## src/rtl/bbp_pkg.sv

```systemverilog
// ----------------------------------------------------------------------------
// bbp_pkg
// Shared types and constants of the BIOP binding parser: parse phases,
// status codes, the parser state word and the result word.
// ----------------------------------------------------------------------------
package bbp_pkg;

	// width of the saturating consumed-byte count
	localparam int LEN_W = 32;

	// offset of the object key length inside a BIOP profile body
	localparam logic [7:0] KEY_LEN_OFFSET = 8'd15;

	// most key bytes kept
	localparam logic [7:0] KEY_MAX_BYTES = 8'd4;

	// reset value of the BIOP profile tag register
	localparam logic [31:0] BIOP_TAG_RESET = 32'h4953_4F06;

	// record kinds
	localparam logic REC_ID    = 1'b0;
	localparam logic REC_FINAL = 1'b1;

	// final record status
	typedef enum logic [2:0] {
		ST_OK           = 3'd0,
		ST_BAD_NAME_CNT = 3'd1,
		ST_BAD_KIND_LEN = 3'd2,
		ST_BAD_TYPE_LEN = 3'd3,
		ST_ZERO_KEY_LEN = 3'd4
	} bbp_status_t;

	// parse phases, one-hot
	typedef enum logic [13:0] {
		PH_IDLE       = 14'b00000000000001,
		PH_ID_LEN     = 14'b00000000000010,
		PH_ID_DATA    = 14'b00000000000100,
		PH_KIND_LEN   = 14'b00000000001000,
		PH_KIND       = 14'b00000000010000,
		PH_BIND_TYPE  = 14'b00000000100000,
		PH_TYPE_LEN   = 14'b00000001000000,
		PH_TYPE       = 14'b00000010000000,
		PH_PROF_COUNT = 14'b00000100000000,
		PH_TAG        = 14'b00001000000000,
		PH_PROF_LEN   = 14'b00010000000000,
		PH_BODY       = 14'b00100000000000,
		PH_OINFO_LEN  = 14'b01000000000000,
		PH_OINFO      = 14'b10000000000000
	} bbp_phase_t;

	// parser state carried from byte to byte
	typedef struct packed {
		bbp_phase_t       phase;
		logic [7:0]       cnt;        // byte count in field, saturates
		logic [31:0]      prof_left;
		logic [31:0]      tag_sh;     // tag / type length accumulator
		logic [31:0]      prof_rem;
		logic [7:0]       id_len;
		logic [7:0]       key_len;
		logic [31:0]      kind;
		logic [31:0]      typ;
		logic [31:0]      key;
		logic [LEN_W-1:0] consumed;
	} bbp_state_t;

	// parser state after reset
	localparam bbp_state_t STATE_IDLE = '{
		phase:     PH_IDLE,
		cnt:       8'd0,
		prof_left: 32'd0,
		tag_sh:    32'd0,
		prof_rem:  32'd0,
		id_len:    8'd0,
		key_len:   8'd0,
		kind:      32'd0,
		typ:       32'd0,
		key:       32'd0,
		consumed:  '0
	};

	// one result word
	typedef struct packed {
		logic        rec_kind;
		logic [7:0]  id_byte;
		bbp_status_t status;
		logic [31:0] kind_value;
		logic [31:0] type_value;
		logic [31:0] object_key;
		logic [31:0] total_length;
	} bbp_result_t;

endpackage

```

## src/rtl/bbp_step.sv

```systemverilog
// ----------------------------------------------------------------------------
// bbp_step
// Next-state logic of the binding parser: takes the current parser state
// and one byte, gives the next state and at most one result word.
// ----------------------------------------------------------------------------
module bbp_step (
	input  bbp_pkg::bbp_state_t  cur,
	input  logic [7:0]           data_byte,
	input  logic                 first_byte,
	input  logic [31:0]          biop_tag,
	output bbp_pkg::bbp_state_t  nxt,
	output logic                 res_valid,
	output bbp_pkg::bbp_result_t res
);

	logic [7:0]  cnt_inc;
	logic [7:0]  cnt_sat;
	logic [8:0]  id_next;
	logic [31:0] acc_tag;
	logic [31:0] left_dec;
	logic [31:0] rem_dec;
	logic [15:0] oinfo_len;
	logic [7:0]  key_idx;
	logic [7:0]  key_lim;
	logic        is_biop;
	logic        fin;
	bbp_pkg::bbp_status_t fin_st;

	assign cnt_inc   = cur.cnt + 8'd1;
	assign cnt_sat   = (cur.cnt == 8'hff) ? cur.cnt : cnt_inc;
	assign id_next   = {1'b0, cur.cnt} + 9'd1;
	assign acc_tag   = {cur.tag_sh[23:0], data_byte};
	assign left_dec  = cur.prof_left - 32'd1;
	assign rem_dec   = cur.prof_rem - 32'd1;
	assign oinfo_len = {cur.prof_rem[7:0], data_byte};
	assign key_idx   = cur.cnt - bbp_pkg::KEY_LEN_OFFSET - 8'd1;
	assign key_lim   = (cur.key_len < bbp_pkg::KEY_MAX_BYTES) ? cur.key_len
		: bbp_pkg::KEY_MAX_BYTES;
	assign is_biop   = (cur.tag_sh == biop_tag);

	// one parse step
	always_comb begin
		nxt       = cur;
		fin       = 1'b0;
		fin_st    = bbp_pkg::ST_OK;
		res_valid = 1'b0;
		res       = '0;
		if (first_byte) begin
			nxt          = '0;
			nxt.phase    = bbp_pkg::PH_ID_LEN;
			nxt.consumed = bbp_pkg::LEN_W'(1);
			if (data_byte != 8'd1) begin
				fin    = 1'b1;
				fin_st = bbp_pkg::ST_BAD_NAME_CNT;
			end
		end else if (cur.phase != bbp_pkg::PH_IDLE) begin
			if (cur.consumed != '1) begin
				nxt.consumed = cur.consumed + bbp_pkg::LEN_W'(1);
			end
			case (cur.phase)
				bbp_pkg::PH_ID_LEN: begin
					nxt.id_len = data_byte;
					nxt.cnt    = '0;
					nxt.phase  = (data_byte == 8'd0) ? bbp_pkg::PH_KIND_LEN
						: bbp_pkg::PH_ID_DATA;
				end
				bbp_pkg::PH_ID_DATA: begin
					// every id byte but the last goes out
					if (id_next < {1'b0, cur.id_len}) begin
						res_valid   = 1'b1;
						res.rec_kind = bbp_pkg::REC_ID;
						res.id_byte  = data_byte;
					end
					nxt.cnt = cnt_inc;
					if (id_next >= {1'b0, cur.id_len}) begin
						nxt.cnt   = '0;
						nxt.phase = bbp_pkg::PH_KIND_LEN;
					end
				end
				bbp_pkg::PH_KIND_LEN: begin
					if (data_byte != 8'd4) begin
						fin    = 1'b1;
						fin_st = bbp_pkg::ST_BAD_KIND_LEN;
					end else begin
						nxt.cnt   = '0;
						nxt.phase = bbp_pkg::PH_KIND;
					end
				end
				bbp_pkg::PH_KIND: begin
					nxt.kind = {cur.kind[23:0], data_byte};
					nxt.cnt  = cnt_inc;
					if (cur.cnt == 8'd3) begin
						nxt.cnt   = '0;
						nxt.phase = bbp_pkg::PH_BIND_TYPE;
					end
				end
				bbp_pkg::PH_BIND_TYPE: begin
					nxt.tag_sh = '0;
					nxt.phase  = bbp_pkg::PH_TYPE_LEN;
				end
				bbp_pkg::PH_TYPE_LEN: begin
					nxt.tag_sh = acc_tag;
					nxt.cnt    = cnt_inc;
					if (cur.cnt == 8'd3) begin
						nxt.cnt = '0;
						if (acc_tag != 32'd4) begin
							fin    = 1'b1;
							fin_st = bbp_pkg::ST_BAD_TYPE_LEN;
						end else begin
							nxt.phase = bbp_pkg::PH_TYPE;
						end
					end
				end
				bbp_pkg::PH_TYPE: begin
					nxt.typ = {cur.typ[23:0], data_byte};
					nxt.cnt = cnt_inc;
					if (cur.cnt == 8'd3) begin
						nxt.cnt       = '0;
						nxt.prof_left = '0;
						nxt.phase     = bbp_pkg::PH_PROF_COUNT;
					end
				end
				bbp_pkg::PH_PROF_COUNT: begin
					nxt.prof_left = {cur.prof_left[23:0], data_byte};
					nxt.cnt       = cnt_inc;
					if (cur.cnt == 8'd3) begin
						nxt.cnt      = '0;
						nxt.tag_sh   = '0;
						nxt.prof_rem = '0;
						nxt.phase    = ({cur.prof_left[23:0], data_byte} == 32'd0)
							? bbp_pkg::PH_OINFO_LEN : bbp_pkg::PH_TAG;
					end
				end
				bbp_pkg::PH_TAG: begin
					nxt.tag_sh = acc_tag;
					nxt.cnt    = cnt_inc;
					if (cur.cnt == 8'd3) begin
						nxt.cnt      = '0;
						nxt.prof_rem = '0;
						nxt.phase    = bbp_pkg::PH_PROF_LEN;
					end
				end
				bbp_pkg::PH_PROF_LEN: begin
					nxt.prof_rem = {cur.prof_rem[23:0], data_byte};
					nxt.cnt      = cnt_inc;
					if (cur.cnt == 8'd3) begin
						nxt.cnt = '0;
						if ({cur.prof_rem[23:0], data_byte} == 32'd0) begin
							// empty profile ends at once
							nxt.prof_left = left_dec;
							nxt.prof_rem  = '0;
							if (left_dec == 32'd0) begin
								nxt.phase = bbp_pkg::PH_OINFO_LEN;
							end else begin
								nxt.tag_sh = '0;
								nxt.phase  = bbp_pkg::PH_TAG;
							end
						end else begin
							nxt.phase = bbp_pkg::PH_BODY;
						end
					end
				end
				bbp_pkg::PH_BODY: begin
					if (is_biop && cur.cnt == bbp_pkg::KEY_LEN_OFFSET) begin
						nxt.key_len = data_byte;
						nxt.key     = '0;
						if (data_byte == 8'd0) begin
							fin    = 1'b1;
							fin_st = bbp_pkg::ST_ZERO_KEY_LEN;
						end
					end else if (is_biop && cur.cnt > bbp_pkg::KEY_LEN_OFFSET) begin
						if (key_idx < key_lim) begin
							nxt.key = {cur.key[23:0], data_byte};
						end
					end
					if (!fin) begin
						nxt.cnt      = cnt_sat;
						nxt.prof_rem = rem_dec;
						if (rem_dec == 32'd0) begin
							// profile done
							nxt.prof_left = left_dec;
							nxt.cnt       = '0;
							if (left_dec == 32'd0) begin
								nxt.prof_rem = '0;
								nxt.phase    = bbp_pkg::PH_OINFO_LEN;
							end else begin
								nxt.tag_sh = '0;
								nxt.phase  = bbp_pkg::PH_TAG;
							end
						end
					end
				end
				bbp_pkg::PH_OINFO_LEN: begin
					nxt.prof_rem = {16'd0, oinfo_len};
					nxt.cnt      = cnt_inc;
					if (cur.cnt == 8'd1) begin
						nxt.cnt = '0;
						if (oinfo_len == 16'd0) begin
							fin = 1'b1;
						end else begin
							nxt.phase = bbp_pkg::PH_OINFO;
						end
					end
				end
				bbp_pkg::PH_OINFO: begin
					nxt.prof_rem = rem_dec;
					if (rem_dec == 32'd0) begin
						fin = 1'b1;
					end
				end
				default: begin
					nxt.phase = bbp_pkg::PH_IDLE;
				end
			endcase
		end

		// final record from the updated captures
		if (fin) begin
			nxt.phase        = bbp_pkg::PH_IDLE;
			res_valid        = 1'b1;
			res.rec_kind     = bbp_pkg::REC_FINAL;
			res.id_byte      = '0;
			res.status       = fin_st;
			res.kind_value   = nxt.kind;
			res.type_value   = nxt.typ;
			res.object_key   = nxt.key;
			res.total_length = (fin_st == bbp_pkg::ST_OK) ? 32'(nxt.consumed) : 32'd0;
		end
	end

endmodule

```

## src/rtl/biop_binding_parser.sv

```systemverilog
// ----------------------------------------------------------------------------
// biop_binding_parser
// Byte-serial parser of one DSM-CC BIOP binding with id byte and final
// record output.
// ----------------------------------------------------------------------------
// Takes one binding byte per cycle on the s_ stream while m_ does not stall
// it (tuser marks the first byte of a binding) and gives id-byte words and
// one final word per binding on the m_ stream. Each byte is held in the input
// register and then one parse step of bbp_step moves its word into the output
// register, from which it is valid on m_. A byte can be taken every cycle
// while m_ does not stall; the rate is set by that single parse step. The
// user must write the profile tag register through the cfg_ channel only
// while no binding is in flight; the block itself does not enforce this.
module biop_binding_parser (
	input  logic          clk,
	input  logic          arst_n,
	// profile tag write
	input  logic          cfg_valid,
	output logic          cfg_ready,
	input  logic [31:0]   cfg_data,
	// input bytes
	input  logic          s_tvalid,
	output logic          s_tready,
	input  logic [7:0]    s_tdata,  // [7:0] data_byte
	input  logic          s_tuser,  // [0] first_byte
	// result words
	output logic          m_tvalid,
	input  logic          m_tready,
	output logic [143:0]  m_tdata,  // [7:0] id_byte, [10:8] status,
	                                // [42:11] kind_value, [74:43] type_value,
	                                // [106:75] object_key, [138:107] total_length,
	                                // [143:139] zero
	output logic          m_tuser   // [0] record_kind
);

	logic                  valid_s1;
	logic [7:0]            byte_s1;
	logic                  first_s1;
	logic [31:0]           tag_q;
	bbp_pkg::bbp_state_t   state_q;
	bbp_pkg::bbp_state_t   state_nxt;
	logic                  res_valid;
	bbp_pkg::bbp_result_t  res;
	bbp_pkg::bbp_result_t  out_q;
	logic                  out_valid_q;
	logic                  adv;

	assign cfg_ready = 1'b1;
	assign adv       = valid_s1 && (!out_valid_q || m_tready);
	assign s_tready  = !valid_s1 || adv;

	// profile tag register
	always_ff @(posedge clk or negedge arst_n) begin
		if (!arst_n) begin
			tag_q <= bbp_pkg::BIOP_TAG_RESET;
		end else if (cfg_valid && cfg_ready) begin
			tag_q <= cfg_data;
		end
	end

	// input register
	always_ff @(posedge clk or negedge arst_n) begin
		if (!arst_n) begin
			valid_s1 <= 1'b0;
		end else if (s_tready) begin
			valid_s1 <= s_tvalid;
		end
	end

	always_ff @(posedge clk) begin
		if (s_tvalid && s_tready) begin
			byte_s1  <= s_tdata;
			first_s1 <= s_tuser;
		end
	end

	// parse step
	bbp_step u_step (
		.cur        (state_q),
		.data_byte  (byte_s1),
		.first_byte (first_s1),
		.biop_tag   (tag_q),
		.nxt        (state_nxt),
		.res_valid  (res_valid),
		.res        (res)
	);

	// parser state
	always_ff @(posedge clk or negedge arst_n) begin
		if (!arst_n) begin
			state_q <= bbp_pkg::STATE_IDLE;
		end else if (adv) begin
			state_q <= state_nxt;
		end
	end

	// output register
	always_ff @(posedge clk or negedge arst_n) begin
		if (!arst_n) begin
			out_valid_q <= 1'b0;
		end else if (adv && res_valid) begin
			out_valid_q <= 1'b1;
		end else if (m_tready) begin
			out_valid_q <= 1'b0;
		end
	end

	always_ff @(posedge clk) begin
		if (adv && res_valid) begin
			out_q <= res;
		end
	end

	assign m_tvalid = out_valid_q;
	assign m_tuser  = out_q.rec_kind;
	assign m_tdata  = {5'd0, out_q.total_length, out_q.object_key, out_q.type_value,
		out_q.kind_value, out_q.status, out_q.id_byte};

endmodule

```

## config.mk

```make
export PLATFORM = sky130hd
export DESIGN_NAME = biop_binding_parser
export DESIGN_NICKNAME = d
export VERILOG_FILES = /design/src/rtl/bbp_pkg.sv /design/src/rtl/bbp_step.sv /design/src/rtl/biop_binding_parser.sv
export SDC_FILE = /design/constraint.sdc
export NUM_CORES = 1
export LEC_CHECK = 0
export BUFFER_PORTS_ARGS = -buffer_cell sky130_fd_sc_hd__buf_2
export CORE_MARGIN = 4
export CORE_UTILIZATION = 40
export DETAILED_ROUTE_END_ITERATION = 16
export MAX_ROUTING_LAYER = met4
export SLEW_MARGIN = 20
export SYNTH_ARGS = -nofsm -noshare
export SYNTH_HDL_FRONTEND = slang
export SYNTH_SLANG_ARGS = --single-unit
export TNS_END_PERCENT = 20
```

## constraint.sdc

```tcl
create_clock -name clk -period 15 [get_ports clk]
set_input_delay 1.5 -clock clk [delete_from_list [all_inputs] [get_ports clk]]
set_output_delay 1.5 -clock clk [all_outputs]
set_load 0.02 [all_outputs]
```

==> results of run 1 <==
==> per-stage QoR <==
stage                     cell area (sq um)  cells  hold WS (ns)  power [mW]  setup WS, ns
after floorplan                       23300   2407         0.450        1.72          5.63
after global placement                24700   3209         0.462        1.83          9.12
after detailed placement              24700   3209         0.473        1.85          9.05
after CTS                             26300   3301         0.487        3.07          9.03
after global routing                  26300   3301         0.514        3.19          8.48
final                                 26300   3301         0.482        3.04          8.99
==> layer usage <==
layer  vias to the layer above  track usage [%]  wire [um]
met3                       109             3.48       4180
li1                       8818                -          -
met4                         0             5.75       1750
met5                         -                -          0
met2                       645             34.8      32300
met1                      9346             29.7      29900
==> worst max path at each step <==
stage,start,end,slack [ns],cells past startpoint
after detailed placement,state_q[144],m_tdata[14],9.05,13
after global placement,state_q[144],m_tdata[14],9.12,13
after CTS,state_q[144],m_tdata[30],9.03,13
final,state_q[144],m_tdata[78],8.99,13
after floorplan,state_q[144],m_tdata[0],5.63,12
after global routing,state_q[144],m_tdata[92],8.48,13
==> sequential cells by signal, indices dropped and copies added, names as in the netlist <==
register  cells
m_tuser       1
byte_s1       8
first_s1      1
valid_s1      1
m_tvalid      1
state_q     262
tag_q        32
m_tdata     139
==> report_power, final <==
group | internal [mW] | total [mW] | switching [mW] | leakage [nW]
Clock | 0.704 | 1.21 | 0.504 | 0.789
Sequential | 1.37 | 1.47 | 0.102 | 5.43
Combinational | 0.129 | 0.353 | 0.224 | 4.38
Total | 2.21 | 3.04 | 0.831 | 10.6
==> final cells by class <==
cell class	count	area share [%]
Tap cell	765	3.64
Clock buffer	75	5.39
Timing Repair Buffer	214	4.37
Clock inverter	17	0.714
Sequential cell	445	45.3
Multi-Input combinational cell	1748	40.1
Inverter	37	0.529
==> cell usage in the layout, fill, tap and decap left out, drive strengths merged, types with 49 or more instances in the layout <==
cell type / instances
nor3: 68
clkbuf: 75
a21oi: 136
nand2: 404
buf: 214
a21boi: 66
xnor2: 56
edfxtp: 149
o21ai: 200
dfrtp: 281
a22o: 67
a22oi: 49
nor2: 154
==> critical path, stage by stage (launching register included) <==
cell	delay [ns]
dfrtp_1	0.48
inv_1	0.11
ha_1	0.19
nor3b_1	0.80
nand2_1	0.37
o31ai_2	0.35
nand3_2	0.16
or4b_4	0.61
o311ai_0	0.36
and2_1	0.25
nor2_1	0.10
nor2_4	0.22
buf_4	0.82
buf_4	0.72
==> logic make-up (layout without fill, tap and decap cells) <==
logic type	count (synthesis)	after routing	synth area share (%)
and+or+nand+nor	937	937	19.6
AOI/OAI and AO/OA	609	609	17.0
DFF	445	445	51.2
buffers and inverters	214	343	3.88
xor gates and xnor gates	98	98	3.70
muxes	67	67	3.12
adders and majority gates	26	26	1.40
other	2	11	0.0323
==> impl_metrics.tcl, run 1 <==
set metrics [dict create \
    layout-drive-gt1-share_pct 15.4 \
    min_path_cells 2 \
    cts.sinks 445 \
    io-pin-count 194 \
    drtIter0Drc 2114 \
    yosys_warnings 0 \
    area_delta_synth_final_pct 13.2 \
    cts.reportedPaths.clkPinSlew_ns 0.06 \
    postCtsHoldBufs 0 \
    routed_wl_um 68100 \
    die_y_um 249 \
    htree_levels 2 \
    yosys.area.top_type "dfrtp_1" \
    min_to "state_q[93]" \
    r2r-start "state_q[144]" \
    synth_common_cells "404 x nand2_1, 281 x dfrtp_1, 190 x o21ai_0" \
    gr-total-overflow 0 \
    antenna_found_initial 0 \
    first_global_vias 18400 \
    seq_area_frac_synth_pct 51.2 \
    ys_ff_latch 445 \
    diodes 0 \
    drc_errors 0 \
    hold_start "state_q[93]" \
    core_area_sq_um 57600 \
    async_reset_ff_share_pct 66.5 \
    grt_usage_pct 21.9 \
    yosys.area.top_type_share_pct 30.3 \
    critPathLaunchType "register" \
    r2r_end "m_tdata[78]" \
    synthCells 2398 \
    ir_worst_vdd_mv 0.0873 \
    worst_pin_slew_ns 1.18 \
    crit_type "register to register" \
    clkLatencyLatePin_ns 0.60 \
    hp-class "register to register" \
    die_w_um 249 \
    cts_root_buf "clkbuf_16" \
    netlist_area_sq_um 23200 \
    rows 88 \
    postCtsSetupBuffers 0 \
    final.min_clock_period_ns 6.01 \
    max-clock-path-buffers 3 \
    slew_headroom_pct 21.5 \
    slew_viol_final 0 \
    cts_buffers 49 \
    post_cts_resized 0 \
    r2r_cells 13 \
    fin_nets 2567 \
    rsz0062_at_grt "false" \
    synthTopCellsByArea "dfrtp_1 30%, edfxtp_1 19%, nand2_1 6.5%, o21ai_0 4.1%, a21oi_1 2.9%" \
    max_freq_mhz 166 \
    ys.flop_type "dfrtp_1" \
    tns_ns 0 \
    r2r_setup_slack_ns 8.99 \
    synth_edf_count 149 \
    end_kind "register" \
    p_leak_nw 10.6 \
    cts_tree "done" \
    fin_crit_sh_pct 40.1 \
    firstDrtPassIters 5 \
    initial_core_util_pct 40.3 \
    synth_most_common_cell "nand2_1" \
    ys_types 88 \
    skew_ns 0.0306 \
    post_drt_wl_per_cell_um 20.6 \
    dp_hpwl_um 45300 \
    required_ns 15.22 \
    grt_pass1_wl_um 108000 \
    antenna_left 0 \
    regArea_sq_um 11900 \
    worstPathArrival_ns 6.23 \
    port-buffer-count 187 \
    syn_area_per_cell_sq_um 9.68 \
    outcome "complete, no violations" \
    setup-violations-final 0 \
    hold_viol 0 \
    maxCapViolCount 0 \
    multi_input_area_sq_um 10500 \
    die_area_sq_um 62000 \
    cellPowerDensity_nw_per_um2 116 \
    fillers 5467 \
    crit_path_max_fanout 85 \
    grt_max_degree 98 \
    num_vias 18900 \
    post-route-util_pct 45.6 \
    routabilityCongestion 0.930 \
    viasPerCell 5.73 \
]
(Power assumes the default switching activity.)
==> run 2, diff against run 1 <==
clock period = 5.5 ns   (was 15 ns; I/O delays follow)
==> impl_metrics.tcl, run 2 (synthesis results as in run 1) <==
set metrics [dict create \
    cellPowerDensity_nw_per_um2 314 \
    die_y_um 249 \
    r2r-start "state_q[148]" \
    antenna_found_initial 0 \
    dp_hpwl_um 46200 \
    p_leak_nw 10.8 \
    layout.cells.most_common "nand2_1" \
    design_area_sq_um 26600 \
    crit_family "simple AND/OR/NAND/NOR gates" \
    fin_nets 2597 \
    cts.reportedPaths.clkPinSlew_ns 0.06 \
    skew_ns 0.0373 \
    area_delta_synth_final_pct 14.4 \
    critPathBufInv 1 \
    worstPathArrival_ns 4.83 \
    crit_chain "nor3_2, nand4_2, o31ai_2, nand3_2, or4b_4, o311ai_0, and2_1, nor2_1, nor2_4, buf_12" \
    antenna_left 0 \
    outcome "complete, no violations" \
    crit_slowest_cell "or4b_4" \
    cts.sinks 445 \
    crit_path_max_fanout 51 \
    required_ns 5.75 \
    maxCapViolCount 0 \
    initial_core_util_pct 40.3 \
    hold_viol 0 \
    final_cell_mix "402 x nand2_1, 281 x dfrtp_1, 189 x o21ai_0, 186 x buf_2, 151 x nor2_1" \
    fin_hold_ws_ns 0.0329 \
    gr-total-overflow 0 \
    total_power_mw 8.35 \
    setup-violations-final 0 \
    cts_root_buf "clkbuf_16" \
    ir_worst_vdd_mv 0.268 \
    regMostFlops "state_q" \
    final.min_clock_period_ns 4.58 \
    clkLatencyLatePin_ns 0.61 \
    r2r_cells 10 \
    htree_levels 2 \
    slew_viol_final 0 \
    cts_tree "done" \
    slew_headroom_pct 20.6 \
    final_cells 3332 \
    grt_usage_pct 22.2 \
    cpPeakStageDelay_ns 0.60 \
    rows 88 \
    routabilityCongestion 0.924 \
    crit_type "register to register" \
    viasPerCell 5.70 \
    post_cts_resized 0 \
    die_area_sq_um 62000 \
    fillers 5414 \
    largest_reg_flops 262 \
    first_global_vias 18400 \
    diodes 0 \
    cts_buffers 50 \
    end_kind "register" \
    r2r_end "m_tdata[23]" \
    crit_path_start "state_q[148]" \
    dpl_cell_area_sq_um 24900 \
    routed_wl_um 68500 \
    worst_pin_slew_ns 1.18 \
    port-buffer-count 187 \
    postCtsHoldBufs 0 \
    drtIter0Drc 1607 \
    hp-class "input pin to asynchronous set/reset pin" \
    post_drt_wl_per_cell_um 20.5 \
    num_vias 19000 \
    core_area_sq_um 57600 \
    postCtsSetupBuffers 0 \
    r2r_setup_slack_ns 0.92 \
    grt_pass1_wl_um 109000 \
    grt_max_degree 118 \
    max_freq_mhz 218 \
    layout-drive-gt1-share_pct 16.6 \
    critPathLaunchType "register" \
    dp_cells 3238 \
    die_w_um 249 \
    fin_crit_sh_pct 83.3 \
    firstDrtPassIters 5 \
    max-clock-path-buffers 3 \
    io-pin-count 194 \
    rsz0062_at_grt "false" \
    tns_ns 0 \
    drc_errors 0 \
]
-- run 2: metrics by stage --
step	worst slack, ns	util (%)
3_3_place_gp	0.939	43.3
4_1_cts	0.849	46.1
2_1_floorplan	0.0713	-
3_5_place_dp	0.908	43.3
6_report	0.918	46.1
5_1_grt	0.585	46.1
-- run 2: metal layers --
metal / track usage [%] / vias to the layer above / wire [um]
li1: - / 8877 / -
met1: 30.5 / 9387 / 30600
met2: 34.6 / 598 / 32000
met3: 3.35 / 115 / 3910
met4: 6.03 / 0 / 1870
met5: - / - / 0
-- run 2: area by class of cell --
type / instances / area, sq um / share of cell area [%]
Clock buffer: 75 / 1440 / 5.41
Clock inverter: 19 / 201 / 0.758
Timing Repair Buffer: 243 / 1420 / 5.33
Multi-Input combinational cell: 1748 / 10500 / 39.6
Sequential cell: 445 / 11900 / 44.8
Inverter: 37 / 139 / 0.523
Tap cell: 765 / 957 / 3.60
-- run 2: worst max-delay path by stage --
stage | to | slack [ns] | depth (start not counted)
after floorplan | m_tdata[0] | 0.07 | 12
final | m_tdata[23] | 0.92 | 10
after global placement | m_tdata[37] | 0.94 | 10
after CTS | m_tdata[24] | 0.85 | 10
after global routing | m_tdata[24] | 0.58 | 10
after detailed placement | m_tdata[37] | 0.91 | 10
-- run 2: power by group --
part	leakage, nW	switching, mW	internal [mW]
clock	0.806	1.39	1.96
sequential	5.43	0.270	3.74
combinational	4.53	0.623	0.365
==> run 3, diff against run 2 <==
clock period = 4.75 ns   (was 5.5 ns; I/O delays follow)
==> impl_metrics.tcl, run 3 (synthesis results as in run 1) <==
set metrics [dict create \
    first_global_vias 18400 \
    clkLatencyLatePin_ns 0.60 \
    cts.sinks 445 \
    r2r_end "m_tdata[90]" \
    post_drt_wl_per_cell_um 20.4 \
    outcome "complete, no violations" \
    final_cell_mix "402 x nand2_1, 281 x dfrtp_1, 189 x o21ai_0, 186 x buf_2, 151 x nor2_1" \
    gr-total-overflow 0 \
    drc_errors 0 \
    htree_levels 2 \
    hp-class "input pin to register" \
    antenna_left 0 \
    fin_crit_sh_pct 90.1 \
    die_y_um 249 \
    crit_path_start "state_q[148]" \
    maxCapViolCount 0 \
    firstDrtPassIters 5 \
    total_power_mw 9.76 \
    max_freq_mhz 234 \
    skew_ns 0.0259 \
    worstPathArrival_ns 4.55 \
    rsz0062_at_grt "false" \
    worst_pin_slew_ns 1.06 \
    crit_path_max_fanout 52 \
    final.min_clock_period_ns 4.28 \
    hold_viol 0 \
    drtIter0Drc 1916 \
    cpPeakStageDelay_ns 0.58 \
    layout-drive-gt1-share_pct 16.9 \
    critPathLaunchType "register" \
    critPathBufInv 1 \
    cts_tree "done" \
    core_area_sq_um 57600 \
    dp_cells 3239 \
    largest_reg_flops 262 \
    layout.cells.most_common "nand2_1" \
    num_vias 19000 \
    grt_pass1_wl_um 108000 \
    r2r-start "state_q[148]" \
    diodes 0 \
    grt_usage_pct 21.9 \
    routed_wl_um 68100 \
    crit_type "register to register" \
    area_delta_synth_final_pct 14.9 \
    r2r_cells 10 \
    r2r_setup_slack_ns 0.47 \
    crit_family "simple AND/OR/NAND/NOR gates" \
    ir_worst_vdd_mv 0.283 \
    dp_hpwl_um 45500 \
    end_kind "register" \
    post-route-util_pct 46.3 \
    die_w_um 249 \
    cts_root_buf "clkbuf_16" \
    slew_headroom_pct 29.1 \
    crit_slowest_cell "nor3_2" \
    routabilityCongestion 0.930 \
    setup-violations-final 0 \
    fin_nets 2597 \
    endpoint "m_tdata[90]" \
    required_ns 5.02 \
    viasPerCell 5.72 \
    slew_viol_final 0 \
    port-buffer-count 187 \
    crit_chain "nor3_2, nand4_2, o31ai_2, nand3_2, or4b_4, o311ai_1, and2_1, nor2_2, nor2_4, buf_12" \
    post_cts_resized 0 \
    cp.depth 10 \
    min_path_cells 1 \
    cellPowerDensity_nw_per_um2 366 \
    cts_buffers 48 \
    initial_core_util_pct 40.3 \
    grt_max_degree 106 \
    final_cells 3330 \
    max-clock-path-buffers 3 \
    cts.reportedPaths.clkPinSlew_ns 0.06 \
    regMostFlops "state_q" \
    antenna_found_initial 1 \
    p_leak_nw 10.8 \
    rows 88 \
    die_area_sq_um 62000 \
    io-pin-count 194 \
]
## run 3: cell count changes in the layout (fill, tap and decap cells not counted), sizes merged
cell / change
bufinv: +4
dlygate4sd3: +1
clkinv: -1
clkinvlp: +3
buf: +1
inv: -2
clkbuf: -8
## run 3: report_power, final
part	internal, mW	leakage [nW]	total, mW	switching [mW]
combinational	0.424	4.58	1.15	0.727
clock	2.35	0.798	3.96	1.61
sequential	4.33	5.43	4.65	0.318
## run 3: metrics by stage
stage	worst slack [ns]	setup TNS, ns	hold WS, ns	cell area, sq um
2_1_floorplan	-0.413	-57.79	0.179	23400
3_3_place_gp	0.623	0	0.462	25000
3_5_place_dp	0.564	0	0.472	25000
4_1_cts	0.554	0	0.0246	26700
5_1_grt	0.255	0	0.0288	26700
6_report	0.470	0	0.0494	26700
## run 3: layout make-up
class / instances / area, sq um
fill: 5331 / 30900
sequential: 445 / 11900
multi-input combinational: 1748 / 10600
tap: 765 / 957
inverter: 37 / 144
clock buffer: 67 / 1330
clock inverter: 23 / 329
timing repair buffer: 245 / 1440
## run 3: worst reg2reg max path, cell delays in order (launching register included)
cell and delay, ns:
dfrtp_1 0.47, nor3_2 0.58, nand4_2 0.44, o31ai_2 0.41
nand3_2 0.15, or4b_4 0.55, o311ai_1 0.33, and2_1 0.23
nor2_2 0.07, nor2_4 0.34, buf_12 0.32
## run 3: worst min-delay path by stage
stage,start,end,slack (ns)
5_1_grt,s_tdata[2],byte_s1[2],0.03
2_1_floorplan,arst_n,m_tvalid,0.18
3_5_place_dp,state_q[120],state_q[120],0.47
6_report,s_tdata[2],byte_s1[2],0.05
3_3_place_gp,state_q[122],state_q[122],0.46
4_1_cts,s_tdata[2],byte_s1[2],0.02
## run 3: what timing repair did
action                                  CTS  global route
endpoints found under the setup margin    0             0
setup buffers                             0             0
hold buffers                              1             0
endpoints found under the hold margin    82             0
## run 3: layer usage
metal | share of wire [%] | up-vias | global-route usage [%]
met2 | 48 | 556 | 35.0
met1 | 44 | 9475 | 29.6
met5 | 0 | - | -
li1 | - | 8897 | -
met3 | 5.3 | 120 | 3.26
met4 | 2.4 | 0 | 5.51
